--- src/sv/idll_pkg.sv ---
// ----------------------------------------------------------------------------
// idll_pkg
// Shared types and codes for the indexed doubly linked list block.
// ----------------------------------------------------------------------------
package idll_pkg;

    localparam int DEF_CAPACITY    = 256;
    localparam int DEF_VALUE_WIDTH = 32;

    localparam logic [2:0] MODE_APPEND  = 3'd0;
    localparam logic [2:0] MODE_PREPEND = 3'd1;
    localparam logic [2:0] MODE_INSERT  = 3'd2;
    localparam logic [2:0] MODE_READ    = 3'd3;
    localparam logic [2:0] MODE_POP_T   = 3'd4;
    localparam logic [2:0] MODE_POP_H   = 3'd5;
    localparam logic [2:0] MODE_REMOVE  = 3'd6;
    localparam logic [2:0] MODE_COUNT   = 3'd7;

    localparam logic [1:0] ST_OK    = 2'd0;
    localparam logic [1:0] ST_RANGE = 2'd1;
    localparam logic [1:0] ST_EMPTY = 2'd2;
    localparam logic [1:0] ST_FULL  = 2'd3;

    typedef struct packed {
        logic [2:0]         mode;
        logic [7:0]         position;
        logic signed [31:0] value_in;
    } req_t;

    typedef struct packed {
        logic [1:0]         status;
        logic signed [31:0] value_out;
        logic [8:0]         length;
    } rsp_t;

    typedef enum logic [4:0] {
        OP_NONE,
        OP_LOAD,
        OP_SET_HEAD,
        OP_SET_TAIL,
        OP_WALK_INIT,
        OP_WALK_RD,
        OP_WALK_STEP,
        OP_SLOT_RD,
        OP_READ_DONE,
        OP_UNLINK,
        OP_FREE_RD,
        OP_TAKE,
        OP_LINK_TAIL,
        OP_LINK_HEAD,
        OP_INS_A,
        OP_INS_B,
        OP_FINISH
    } dp_op_t;

    typedef struct packed {
        dp_op_t     op;
        logic [1:0] status;
    } dp_cmd_t;

    typedef struct packed {
        logic [2:0] mode;
        logic       empty;
        logic       range_err;
        logic       full;
        logic       walk_done;
        logic       at_first;
    } dp_flags_t;

endpackage

--- src/sv/idll_ctrl.sv ---
// ----------------------------------------------------------------------------
// idll_ctrl
// Request sequencer: decodes a request and steps the datapath through it.
// ----------------------------------------------------------------------------
module idll_ctrl (
    input  logic                clk,
    input  logic                rst_n,
    input  logic                req_valid,
    output logic                req_ready,
    output logic                rsp_valid,
    input  logic                rsp_ready,
    input  idll_pkg::dp_flags_t flags,
    output idll_pkg::dp_cmd_t   cmd
);
    import idll_pkg::*;

    typedef enum logic [3:0] {
        S_IDLE,
        S_DECODE,
        S_WPRIME,
        S_WALK,
        S_FREE_RD,
        S_TAKE,
        S_LINK_T,
        S_LINK_H,
        S_SLOT_RD,
        S_INS_SEL,
        S_INS_B,
        S_UNLINK,
        S_READ,
        S_FINISH
    } state_t;

    state_t     state_reg, state_next;
    logic [1:0] st_reg, st_next;
    logic       rsp_valid_reg, rsp_valid_next;

    assign req_ready  = (state_reg == S_IDLE);
    assign rsp_valid  = rsp_valid_reg;

    always_comb
    begin
        state_next     = state_reg;
        st_next        = st_reg;
        rsp_valid_next = rsp_valid_reg && !rsp_ready;
        cmd.op         = OP_NONE;
        cmd.status     = st_reg;
        unique case (state_reg)
            S_IDLE:
                if (req_valid)
                begin
                    cmd.op     = OP_LOAD;
                    st_next    = ST_OK;
                    state_next = S_DECODE;
                end
            S_DECODE:
                unique case (flags.mode)
                    MODE_APPEND,
                    MODE_PREPEND:
                        if (flags.full)
                        begin
                            st_next    = ST_FULL;
                            state_next = S_FINISH;
                        end
                        else
                            state_next = S_FREE_RD;
                    MODE_INSERT:
                        priority if (flags.range_err)
                        begin
                            st_next    = ST_RANGE;
                            state_next = S_FINISH;
                        end
                        else if (flags.full)
                        begin
                            st_next    = ST_FULL;
                            state_next = S_FINISH;
                        end
                        else
                        begin
                            cmd.op     = OP_WALK_INIT;
                            state_next = S_WPRIME;
                        end
                    MODE_READ:
                        if (flags.range_err)
                        begin
                            st_next    = ST_RANGE;
                            state_next = S_FINISH;
                        end
                        else
                        begin
                            cmd.op     = OP_WALK_INIT;
                            state_next = S_WPRIME;
                        end
                    MODE_POP_T,
                    MODE_POP_H:
                        if (flags.empty)
                        begin
                            st_next    = ST_EMPTY;
                            state_next = S_FINISH;
                        end
                        else
                        begin
                            cmd.op     = (flags.mode == MODE_POP_T) ? OP_SET_TAIL : OP_SET_HEAD;
                            state_next = S_SLOT_RD;
                        end
                    MODE_REMOVE:
                        priority if (flags.empty)
                        begin
                            st_next    = ST_EMPTY;
                            state_next = S_FINISH;
                        end
                        else if (flags.range_err)
                        begin
                            st_next    = ST_RANGE;
                            state_next = S_FINISH;
                        end
                        else
                        begin
                            cmd.op     = OP_WALK_INIT;
                            state_next = S_WPRIME;
                        end
                    MODE_COUNT:
                        state_next = S_FINISH;
                    default:
                        state_next = S_FINISH;
                endcase
            S_WPRIME:
            begin
                cmd.op     = OP_WALK_RD;
                state_next = S_WALK;
            end
            S_WALK:
                if (!flags.walk_done)
                    cmd.op = OP_WALK_STEP;
                else if (flags.mode == MODE_INSERT)
                    state_next = S_FREE_RD;
                else
                    state_next = S_SLOT_RD;
            S_FREE_RD:
            begin
                cmd.op     = OP_FREE_RD;
                state_next = S_TAKE;
            end
            S_TAKE:
            begin
                cmd.op = OP_TAKE;
                priority if (flags.mode == MODE_APPEND)
                    state_next = S_LINK_T;
                else if (flags.mode == MODE_PREPEND)
                    state_next = S_LINK_H;
                else
                    state_next = S_SLOT_RD;
            end
            S_LINK_T:
            begin
                cmd.op     = OP_LINK_TAIL;
                state_next = S_FINISH;
            end
            S_LINK_H:
            begin
                cmd.op     = OP_LINK_HEAD;
                state_next = S_FINISH;
            end
            S_SLOT_RD:
            begin
                cmd.op = OP_SLOT_RD;
                priority if (flags.mode == MODE_READ)
                    state_next = S_READ;
                else if (flags.mode == MODE_INSERT)
                    state_next = S_INS_SEL;
                else
                    state_next = S_UNLINK;
            end
            S_INS_SEL:
                if (flags.at_first)
                begin
                    cmd.op     = OP_LINK_HEAD;
                    state_next = S_FINISH;
                end
                else
                begin
                    cmd.op     = OP_INS_A;
                    state_next = S_INS_B;
                end
            S_INS_B:
            begin
                cmd.op     = OP_INS_B;
                state_next = S_FINISH;
            end
            S_UNLINK:
            begin
                cmd.op     = OP_UNLINK;
                state_next = S_FINISH;
            end
            S_READ:
            begin
                cmd.op     = OP_READ_DONE;
                state_next = S_FINISH;
            end
            S_FINISH:
                // hold until the result register is free
                if (!rsp_valid_reg || rsp_ready)
                begin
                    cmd.op         = OP_FINISH;
                    rsp_valid_next = 1'b1;
                    state_next     = S_IDLE;
                end
            default:
                state_next = S_IDLE;
        endcase
    end

    always_ff @(posedge clk or negedge rst_n)
    begin
        if (!rst_n)
        begin
            state_reg     <= S_IDLE;
            st_reg        <= ST_OK;
            rsp_valid_reg <= 1'b0;
        end
        else
        begin
            state_reg     <= state_next;
            st_reg        <= st_next;
            rsp_valid_reg <= rsp_valid_next;
        end
    end

endmodule

--- config.mk ---
export PLATFORM = sky130hd
export DESIGN_NAME = idll_ctrl
export DESIGN_NICKNAME = d
export VERILOG_FILES = /design/src/sv/idll_pkg.sv /design/src/sv/idll_ctrl.sv
export SDC_FILE = /design/constraint.sdc
export NUM_CORES = 1
export LEC_CHECK = 0
export ABC_AREA = 0
export BUFFER_PORTS_ARGS = -buffer_cell sky130_fd_sc_hd__buf_2
export CORE_AREA = 2 2 47 49
export CTS_CLUSTER_DIAMETER = 120
export DETAILED_ROUTE_END_ITERATION = 8
export DIE_AREA = 0 0 49 51
export PLACE_DENSITY_LB_ADDON = 0.15
export RECOVER_POWER = 25
export REMOVE_ABC_BUFFERS = 1
export SKIP_CTS_REPAIR_TIMING = 1
export SLEW_MARGIN = 20
export SYNTH_ARGS = -nofsm -noshare
export SYNTH_HDL_FRONTEND = slang
export SYNTH_SLANG_ARGS = --single-unit
--- constraint.sdc ---
create_clock -name clk -period 2.34 [get_ports clk]
set_input_delay 0.117 -clock clk [delete_from_list [all_inputs] [get_ports clk]]
set_output_delay 0.117 -clock clk [all_outputs]
set_load 0.005 [all_outputs]
==> run_results.csv, run 1 <==
group,metric,value,unit
status,status,"completed",
routing,finalWirelength,2550,um
layout,finalNetCount,148,
flow_run,drv_cap,0,
routing,via_per_inst,6.01,
floorplan,core,2060,um^2
routing,ant_nets,0,
setup_path,worstPathRequired,2.22,ns
global_route,grt-ovfl-total,0,
cts,clkTransAtPathRegs,0.05,ns
setup_path,end_kind,"output pin",
global_route,grt_max_degree,20,
setup_path,crit_path_cell_trace,"clkinv_1 > o21a_1 > o211ai_1 > o41ai_1 > buf_2",
place,io_buffers,20,
setup_path,crit_family,"flip-flops",
setup_path,cp_data_arrival_time,1.99,ns
floorplan,initial_core_util,0.445,
sta,rsz0062_at_grt,"no",
power,swShare,0.505,
cts,cts_tree,"yes",
routing,wire_per_inst,15.6,um
place,gp_congestion,0.881,
power,power,1.21,mW
power,p_sw,0.611,mW
floorplan,row_count,17,
logic_synthesis,synthArstFlopShare,1.00,
power,p_leak,0.405,nW
floorplan,io_pins,21,
power,p_int,0.599,mW
place,dp_hpwl,1930,um
logic_synthesis,synth_ff_type,"dfrtp_1",
setup_path,cp_max_fo,18,
floorplan,die_height,51,um
place,post-place-ws,0.548,ns
sta,layout_setup_ws,0.236,ns
layout,largest_register_ffs,4,
layout,drive_gt1_frac,0.259,
setup_path,cpPeakStageDelay,0.65,ns
cts,clkSinkCount,7,
routing,dr.first_iter.drc_count,31,
cts,clock-root-buffer,"clkbuf_4",
logic_synthesis,ys_ff_latch,7,
setup_path,worstSetupPathType,"register to output pin",
power,p_seq_frac,0.296,
global_route,grt_pass1_vias,933,
logic_synthesis,synth_edf_count,0,
logic_synthesis,ys_types,48,
cts,insertion_delay,0.25,ns
power,p_comb_frac,0.613,
cts,htreeDepth,1,
logic_synthesis,synth_warnings,0,
sta,fin_tns_setup,0,ns
logic_synthesis,netlist_instances,120,
global_route,grt_first_pass_wirelength,4380,um
sta,tightest_slew,0.663,ns
sta,max-slew-margin-rel,0.558,
layout,stdcell_count,163,
setup_path,crit_start,"state_reg[0]",
setup_path,cp.buffers_inverters,2,
sta,period_needed,2.10,ns
routing,drtPass1Iterations,4,
sta,hold_violations,0,
logic_synthesis,avgSynthCellArea,7.65,um^2
layout,utilization,0.494,
hold_path,worstHoldStart,"rsp_ready",
routing,drc,0,
power,p_clk_frac,0.091,
sta,setup_viol,0,
sta,fmax,475,MHz
logic_synthesis,ys_seq_area_frac,0.191,
power,vdd_drop_max,0.000592,V
floorplan,fp.dieW,49,um
place,dp_cells,158,
sta,skew,0.00383,ns
logic_synthesis,netlist_area,918,um^2
setup_path,worst_path_max_delay_cell,"dfrtp_1",
setup_path,r2r_start,"state_reg[3]",
setup_path,start_kind,"register",
sta,timing.final.crit_share,0.899,
hold_path,min_path_type,"input port to register",
layout,diodes,0,
floorplan,die_area,2500,um^2
power,p_per_area,1190,nW/um^2
sta,slew_viol_final,0,
cts,clk_path_buf_depth,2,
cts,cts_buffers,3,
global_route,antenna_found_initial,0,
routing,vias,979,
global_route,grt_usage,0.223,
layout,area_growth,10.9,%
==> worst register-to-register path: cells and delay by family, from the launching register on <==
kind | cells | cell delay, ns
flops | 1 | 0.76
simple gates | 2 | 0.74
compound gates | 1 | 0.18
==> cell families after synthesis <==
logic type | Yosys count | share of synthesized area
flops | 7 | 0.191
simple gates | 48 | 0.309
compound gates | 48 | 0.384
buf+inv | 15 | 0.0967
xor+xnor | 2 | 0.0191
==> power by group through the flow <==
stage	Clock [mW]	Combinational [mW]	Sequential (mW)
detailed placement	0	0.740	0.357
floorplan	0	0.528	0.316
global placement	0	0.732	0.353
global route	0.120	0.828	0.376
CTS	0.113	0.745	0.354
finish	0.111	0.742	0.358
==> stage by stage <==
stage / instance area, um^2 / hold WS [ns]
2_1_floorplan: 848 / -0.179
3_3_place_gp: 983 / -0.0428
3_5_place_dp: 983 / -0.0400
4_1_cts: 1010 / -0.311
5_1_grt: 1020 / 0.218
6_report: 1020 / 0.209
==> path summary, 6_finish.rpt <==
| path | to | slack, ns | cells after the start |
|---|---|---|---|
| worst min register to register | st_reg[1] | 0.56 | 2 |
| worst max register to register | state_reg[2] | 0.58 | 3 |
| max in group asynchronous | state_reg[0] | 1.77 | 2 |
| worst max-delay path | cmd[2] | 0.24 | 5 |
| worst min-delay path | rsp_valid | 0.21 | 3 |
| min in group asynchronous | st_reg[0] | 0.29 | 2 |
==> per-layer routing <==
metal	share of wire	global-route usage	routed length, um
met5	0	0	0
met3	0.032	0.0409	81
met2	0.51	0.379	1290
met4	0.013	0.0714	34
met1	0.45	0.287	1140
==> synth_stat cells, types with 3 or more instances <==
master | count | area [um^2]
a21oi_1 | 7 | 35.0
dfrtp_1 | 7 | 175
buf_6 | 3 | 33.8
o31ai_1 | 4 | 30.0
nor2_1 | 8 | 30.0
nand2b_1 | 6 | 37.5
o21a_1 | 3 | 22.5
nand2_1 | 8 | 30.0
nor2b_1 | 4 | 25.0
a22oi_1 | 3 | 22.5
o21ai_0 | 10 | 50.1
clkbuf_1 | 3 | 11.3
nand3_1 | 5 | 25.0
inv_1 | 3 | 11.3
o211ai_1 | 4 | 30.0
==> layout make-up <==
type | instances | area (um^2)
timing repair buffer | 21 | 109
sequential | 7 | 175
multi-input combinational | 98 | 654
tap | 28 | 35.0
fill | 242 | 1040
inverter | 5 | 18.8
clock buffer | 4 | 26.3
==> layout by cell type (no fill, tap or decap), types with 2 or more instances in the layout <==
cell type and n:
clkbuf_4 3, dfrtp_1 7, a21oi_1 7, buf_2 19, a21o_1 2, o31ai_1 4, o22ai_1 2, nand2b_1 6
nor3_1 2, a311oi_1 2, nor2b_1 4, nand3_1 5, o211ai_1 4, a22oi_1 3, or3_1 2, nand2_1 8
nor2_1 8, clkbuf_1 2, o21a_1 3, nand3_2 2, nor4_1 2, inv_1 3, o21ai_0 10
Power figures use the tool's default switching activity.
==> run 2: changes to the inputs <==
--- a/config.mk
+++ b/config.mk
@@ -8,11 +8,11 @@
 export ABC_AREA = 0
 export BUFFER_PORTS_ARGS = -buffer_cell sky130_fd_sc_hd__buf_2
 export CORE_AREA = 2 2 47 49
+export CTS_BUF_LIST = sky130_fd_sc_hd__clkbuf_8
 export CTS_CLUSTER_DIAMETER = 120
 export DETAILED_ROUTE_END_ITERATION = 8
 export DIE_AREA = 0 0 49 51
 export PLACE_DENSITY_LB_ADDON = 0.15
-export RECOVER_POWER = 25
 export REMOVE_ABC_BUFFERS = 1
 export SKIP_CTS_REPAIR_TIMING = 1
 export SLEW_MARGIN = 20
==> run 2 against run 1 <==
- sequential share of layout area fell by 0.33 points
- highest routed layer unchanged
- final cell count unchanged
- core utilization up 0.97 points
- critical endpoint unchanged
- via count down 0.82%
- largest power group unchanged
==> run_results.csv, run 2 (same netlist as run 1, synthesis figures left out) <==
group,metric,value,unit
floorplan,die_area,2500,um^2
place,io_buffers,20,
sta,hold_violations,0,
place,place_area,983,um^2
layout,finalNetCount,148,
floorplan,die_height,51,um
sta,slew_viol_final,0,
setup_path,worst_path_max_delay_cell,"dfrtp_1",
global_route,grt-ovfl-total,0,
cts,clkSinkCount,7,
setup_path,end_kind,"output pin",
cts,insertion_delay,0.23,ns
sta,rsz0062_at_grt,"no",
layout,final_cell_mix,"20 x buf_2, 10 x o21ai_0, 8 x nor2_1, 8 x nand2_1",
routing,wire_per_inst,15.7,um
floorplan,core,2060,um^2
sta,fmax,483,MHz
power,p_sw,0.616,mW
floorplan,row_count,17,
setup_path,cp_max_fo,18,
global_route,grt_usage,0.220,
layout,fin_area,1040,um^2
cts,clk_path_buf_depth,2,
setup_path,start_kind,"register",
setup_path,cp_data_arrival_time,1.95,ns
sta,skew,0.000695,ns
sta,setup_viol,0,
flow_run,drv_cap,0,
layout,multi_input_area,654,um^2
floorplan,initial_core_util,0.445,
sta,fin_tns_setup,0,ns
power,p_per_area,1220,nW/um^2
layout,drive_gt1_frac,0.267,
cts,cts_tree,"yes",
power,p_int,0.648,mW
power,vdd_drop_max,0.000653,V
sta,max-slew-margin-rel,0.553,
sta,tightest_slew,0.671,ns
hold_path,min_path_type,"input port to register",
cts,clock-root-buffer,"clkbuf_8",
floorplan,io_pins,21,
routing,vias,971,
routing,drtPass1Iterations,4,
setup_path,crit_path_cell_trace,"clkinv_1 > o21a_1 > o211ai_1 > o41ai_1 > buf_2",
cts,htreeDepth,1,
routing,drc,0,
cts,clkTransAtPathRegs,0.04,ns
routing,finalWirelength,2550,um
layout,area_growth,13.1,%
sta,period_needed,2.07,ns
status,status,"completed",
layout,final_common_cell,"buf_2",
power,p_comb_frac,0.586,
setup_path,cpPeakStageDelay,0.64,ns
layout,nFillCells,238,
power,p_seq_frac,0.282,
routing,via_per_inst,5.96,
global_route,grt_pass1_vias,928,
power,p_leak,0.419,nW
place,dp_hpwl,1930,um
place,post-place-ws,0.548,ns
global_route,grt_first_pass_wirelength,4340,um
setup_path,worstPathRequired,2.22,ns
layout,diodes,0,
layout,largest_register_ffs,4,
power,p_clk_frac,0.132,
layout,register_area,175,um^2
global_route,grt_max_degree,20,
power,swShare,0.487,
sta,timing.final.crit_share,0.884,
setup_path,worstSetupPathType,"register to output pin",
place,gp_congestion,0.881,
routing,dr.first_iter.drc_count,26,
sta,layout_setup_ws,0.272,ns
routing,ant_nets,0,
cts,cts_buffers,3,
floorplan,fp.dieW,49,um
global_route,antenna_found_initial,0,
## run 2: layout make-up
class / count / area share
Sequential cell: 7 / 0.169
Inverter: 5 / 0.0181
Tap cell: 28 / 0.0337
Multi-Input combinational cell: 98 / 0.630
Clock inverter: 1 / 0.00361
Timing Repair Buffer: 21 / 0.106
Clock buffer: 3 / 0.0398
## run 2: path summary, 6_finish.rpt
kind | from | to | slack [ns] | cells after the start
worst min register to register | st_reg[1] | st_reg[1] | 0.55 | 2
max in group asynchronous | rst_n | state_reg[3] | 1.92 | 2
worst max-delay path | state_reg[0] | cmd[2] | 0.27 | 5
worst max register to register | state_reg[3] | state_reg[2] | 0.58 | 3
worst min-delay path | rsp_ready | rsp_valid | 0.24 | 3
min in group asynchronous | rst_n | st_reg[0] | 0.27 | 2
## run 2: critical path, delay by kind of cell (launching register included)
family	cells	cell delay (ns)
flip-flops	1	0.64
buffers and inverters	2	0.47
AO/OA/AOI/OAI	3	0.60
## run 2: power by group through the flow
| stage | registers [mW] | clock network (mW) | logic [mW] |
|---|---|---|---|
| after CTS | 0.355 | 0.166 | 0.744 |
| final | 0.356 | 0.167 | 0.741 |
| after floorplan | 0.316 | 0 | 0.528 |
| after global placement | 0.353 | 0 | 0.732 |
| after global routing | 0.377 | 0.176 | 0.826 |
| after detailed placement | 0.357 | 0 | 0.740 |
## run 2: per-layer routing
layer  global-route usage  routed length, um  up-vias
met4               0.0571                 34        0
met5                    0                  0        -
met2                0.372               1320       30
met1                0.287               1130      453
li1                     -                  -      484
met3               0.0409                 76        4
## run 2: metrics by stage
step | power [mW] | instances | hold WS (ns) | utilization
6_report | 1.26 | 163 | 0.239 | 0.503
5_1_grt | 1.38 | 163 | 0.256 | 0.503
4_1_cts | 1.26 | 162 | -0.276 | 0.498
3_5_place_dp | 1.10 | 158 | -0.0400 | 0.477
3_3_place_gp | 1.08 | 158 | -0.0428 | 0.477
2_1_floorplan | 0.844 | 110 | -0.179 | -
==> run 3: changes to the inputs <==
--- a/config.mk
+++ b/config.mk
@@ -7,11 +7,11 @@
 export LEC_CHECK = 0
 export ABC_AREA = 0
 export BUFFER_PORTS_ARGS = -buffer_cell sky130_fd_sc_hd__buf_2
-export CORE_AREA = 2 2 47 49
+export CORE_AREA = 2 2 43 54
 export CTS_BUF_LIST = sky130_fd_sc_hd__clkbuf_8
 export CTS_CLUSTER_DIAMETER = 120
 export DETAILED_ROUTE_END_ITERATION = 8
-export DIE_AREA = 0 0 49 51
+export DIE_AREA = 0 0 45 56
 export PLACE_DENSITY_LB_ADDON = 0.15
 export REMOVE_ABC_BUFFERS = 1
 export SKIP_CTS_REPAIR_TIMING = 1
==> run 3 against run 2 <==
- total power grew 0.31%
- sequential power grew 3%
- global-route usage shrank 0.21 points
- combinational power shrank 0.8%
- critical path type unchanged
- critical endpoint unchanged
==> run_results.csv, run 3 (same netlist as run 1, synthesis figures left out) <==
group,metric,value,unit
status,status,"completed",
place,gp_congestion,0.897,
cts,clkTransAtPathRegs,0.04,ns
routing,dr.first_iter.drc_count,24,
sta,timing.final.crit_share,0.856,
layout,utilization,0.519,
setup_path,end_kind,"output pin",
global_route,grt-ovfl-total,0,
layout,area_growth,12.0,%
floorplan,die_height,56,um
routing,drc,0,
sta,rsz0062_at_grt,"no",
place,dp_hpwl,1850,um
global_route,antenna_found_initial,0,
layout,drive_gt1_frac,0.267,
sta,period_needed,2.00,ns
place,io_buffers,20,
cts,cts_tree,"yes",
sta,fin_hold_ws,0.237,ns
sta,setup_viol,0,
floorplan,die_area,2520,um^2
global_route,grt_first_pass_wirelength,4160,um
routing,drtPass1Iterations,4,
cts,insertion_delay,0.23,ns
setup_path,cp_data_arrival_time,1.89,ns
sta,skew,0.000109,ns
setup_path,start_kind,"register",
sta,tightest_slew,0.679,ns
hold_path,min_path_type,"input port to register",
cts,clk_path_buf_depth,2,
floorplan,fp.dieW,45,um
sta,slew_viol_final,0,
global_route,grt_pass1_vias,908,
layout,finalNetCount,148,
routing,finalWirelength,2550,um
routing,via_per_inst,6.25,
layout,diodes,0,
power,p_per_area,1230,nW/um^2
power,vdd_drop_max,0.000755,V
layout,largest_register_ffs,4,
layout,final_cell_mix,"20 x buf_2, 10 x o21ai_0, 8 x nor2_1, 8 x nand2_1",
cts,clock-root-buffer,"clkbuf_8",
routing,wire_per_inst,16.5,um
flow_run,drv_cap,0,
power,power,1.27,mW
cts,cts_buffers,3,
sta,fmax,499,MHz
layout,nFillCells,212,
sta,fin_tns_setup,0,ns
cts,clkSinkCount,7,
cts,htreeDepth,1,
sta,max-slew-margin-rel,0.547,
global_route,grt_usage,0.218,
routing,vias,968,
sta,hold_violations,0,
setup_path,worstPathRequired,2.22,ns
floorplan,io_pins,21,
setup_path,cp_max_fo,18,
routing,ant_nets,0,
floorplan,core,1980,um^2
floorplan,row_count,18,
floorplan,initial_core_util,0.463,
power,p_leak,0.419,nW
layout,final_common_cell,"buf_2",
setup_path,worstSetupPathType,"register to output pin",
global_route,grt_max_degree,20,
==> run 3: cell counts in the layout (fill, tap and decap cells not counted) <==
No cell type changed its count.
==> run 3: path summary, 6_finish.rpt <==
path	startpoint	endpoint	slack, ns	cells after the start
max in group asynchronous	rst_n	state_reg[3]	1.91	2
worst max-delay path	state_reg[0]	cmd[2]	0.34	5
worst min-delay path	rsp_ready	rsp_valid	0.24	3
worst max register to register	state_reg[3]	state_reg[2]	0.56	3
worst min register to register	st_reg[0]	st_reg[0]	0.56	2
min in group asynchronous	rst_n	rsp_valid	0.27	2
==> run 3: final cells by class <==
| type | instances | area, um^2 | share of cell area |
|---|---|---|---|
| Clock buffer | 3 | 41.3 | 0.0401 |
| Clock inverter | 1 | 3.75 | 0.00365 |
| Inverter | 5 | 18.8 | 0.0182 |
| Multi-Input combinational cell | 98 | 654 | 0.636 |
| Sequential cell | 7 | 175 | 0.170 |
| Tap cell | 20 | 25.0 | 0.0243 |
| Timing Repair Buffer | 21 | 110 | 0.107 |
==> run 3: worst max-delay path, cell delays in order, from the launching register on <==
cell      delay, ns
dfrtp_1        0.65
clkinv_1       0.32
o21a_1         0.25
o211ai_1       0.17
o41ai_1        0.11
buf_2          0.14
==> run 3: stage by stage <==
step	instance area, um^2	instances	setup slack (ns)
6_report	1030	155	0.337
5_1_grt	1030	155	0.153
4_1_cts	1020	154	0.360
3_5_place_dp	973	150	0.586
3_3_place_gp	973	150	0.562
2_1_floorplan	848	110	0.815
==> run 3: report_power, final <==
part	internal (mW)	switching (mW)	leakage [nW]	total, mW
registers	0.176	0.190	0.0888	0.366
clock network	0.114	0.0543	0.0269	0.168
logic	0.358	0.377	0.303	0.735
==> run 3: routing by layer <==
metal	part of all wire	GRT usage	vias to the layer above
met5	0	0	-
met4	0.042	0.113	0
met3	0.030	0.0390	12
met2	0.50	0.316	31
met1	0.43	0.296	435
li1	-	-	490
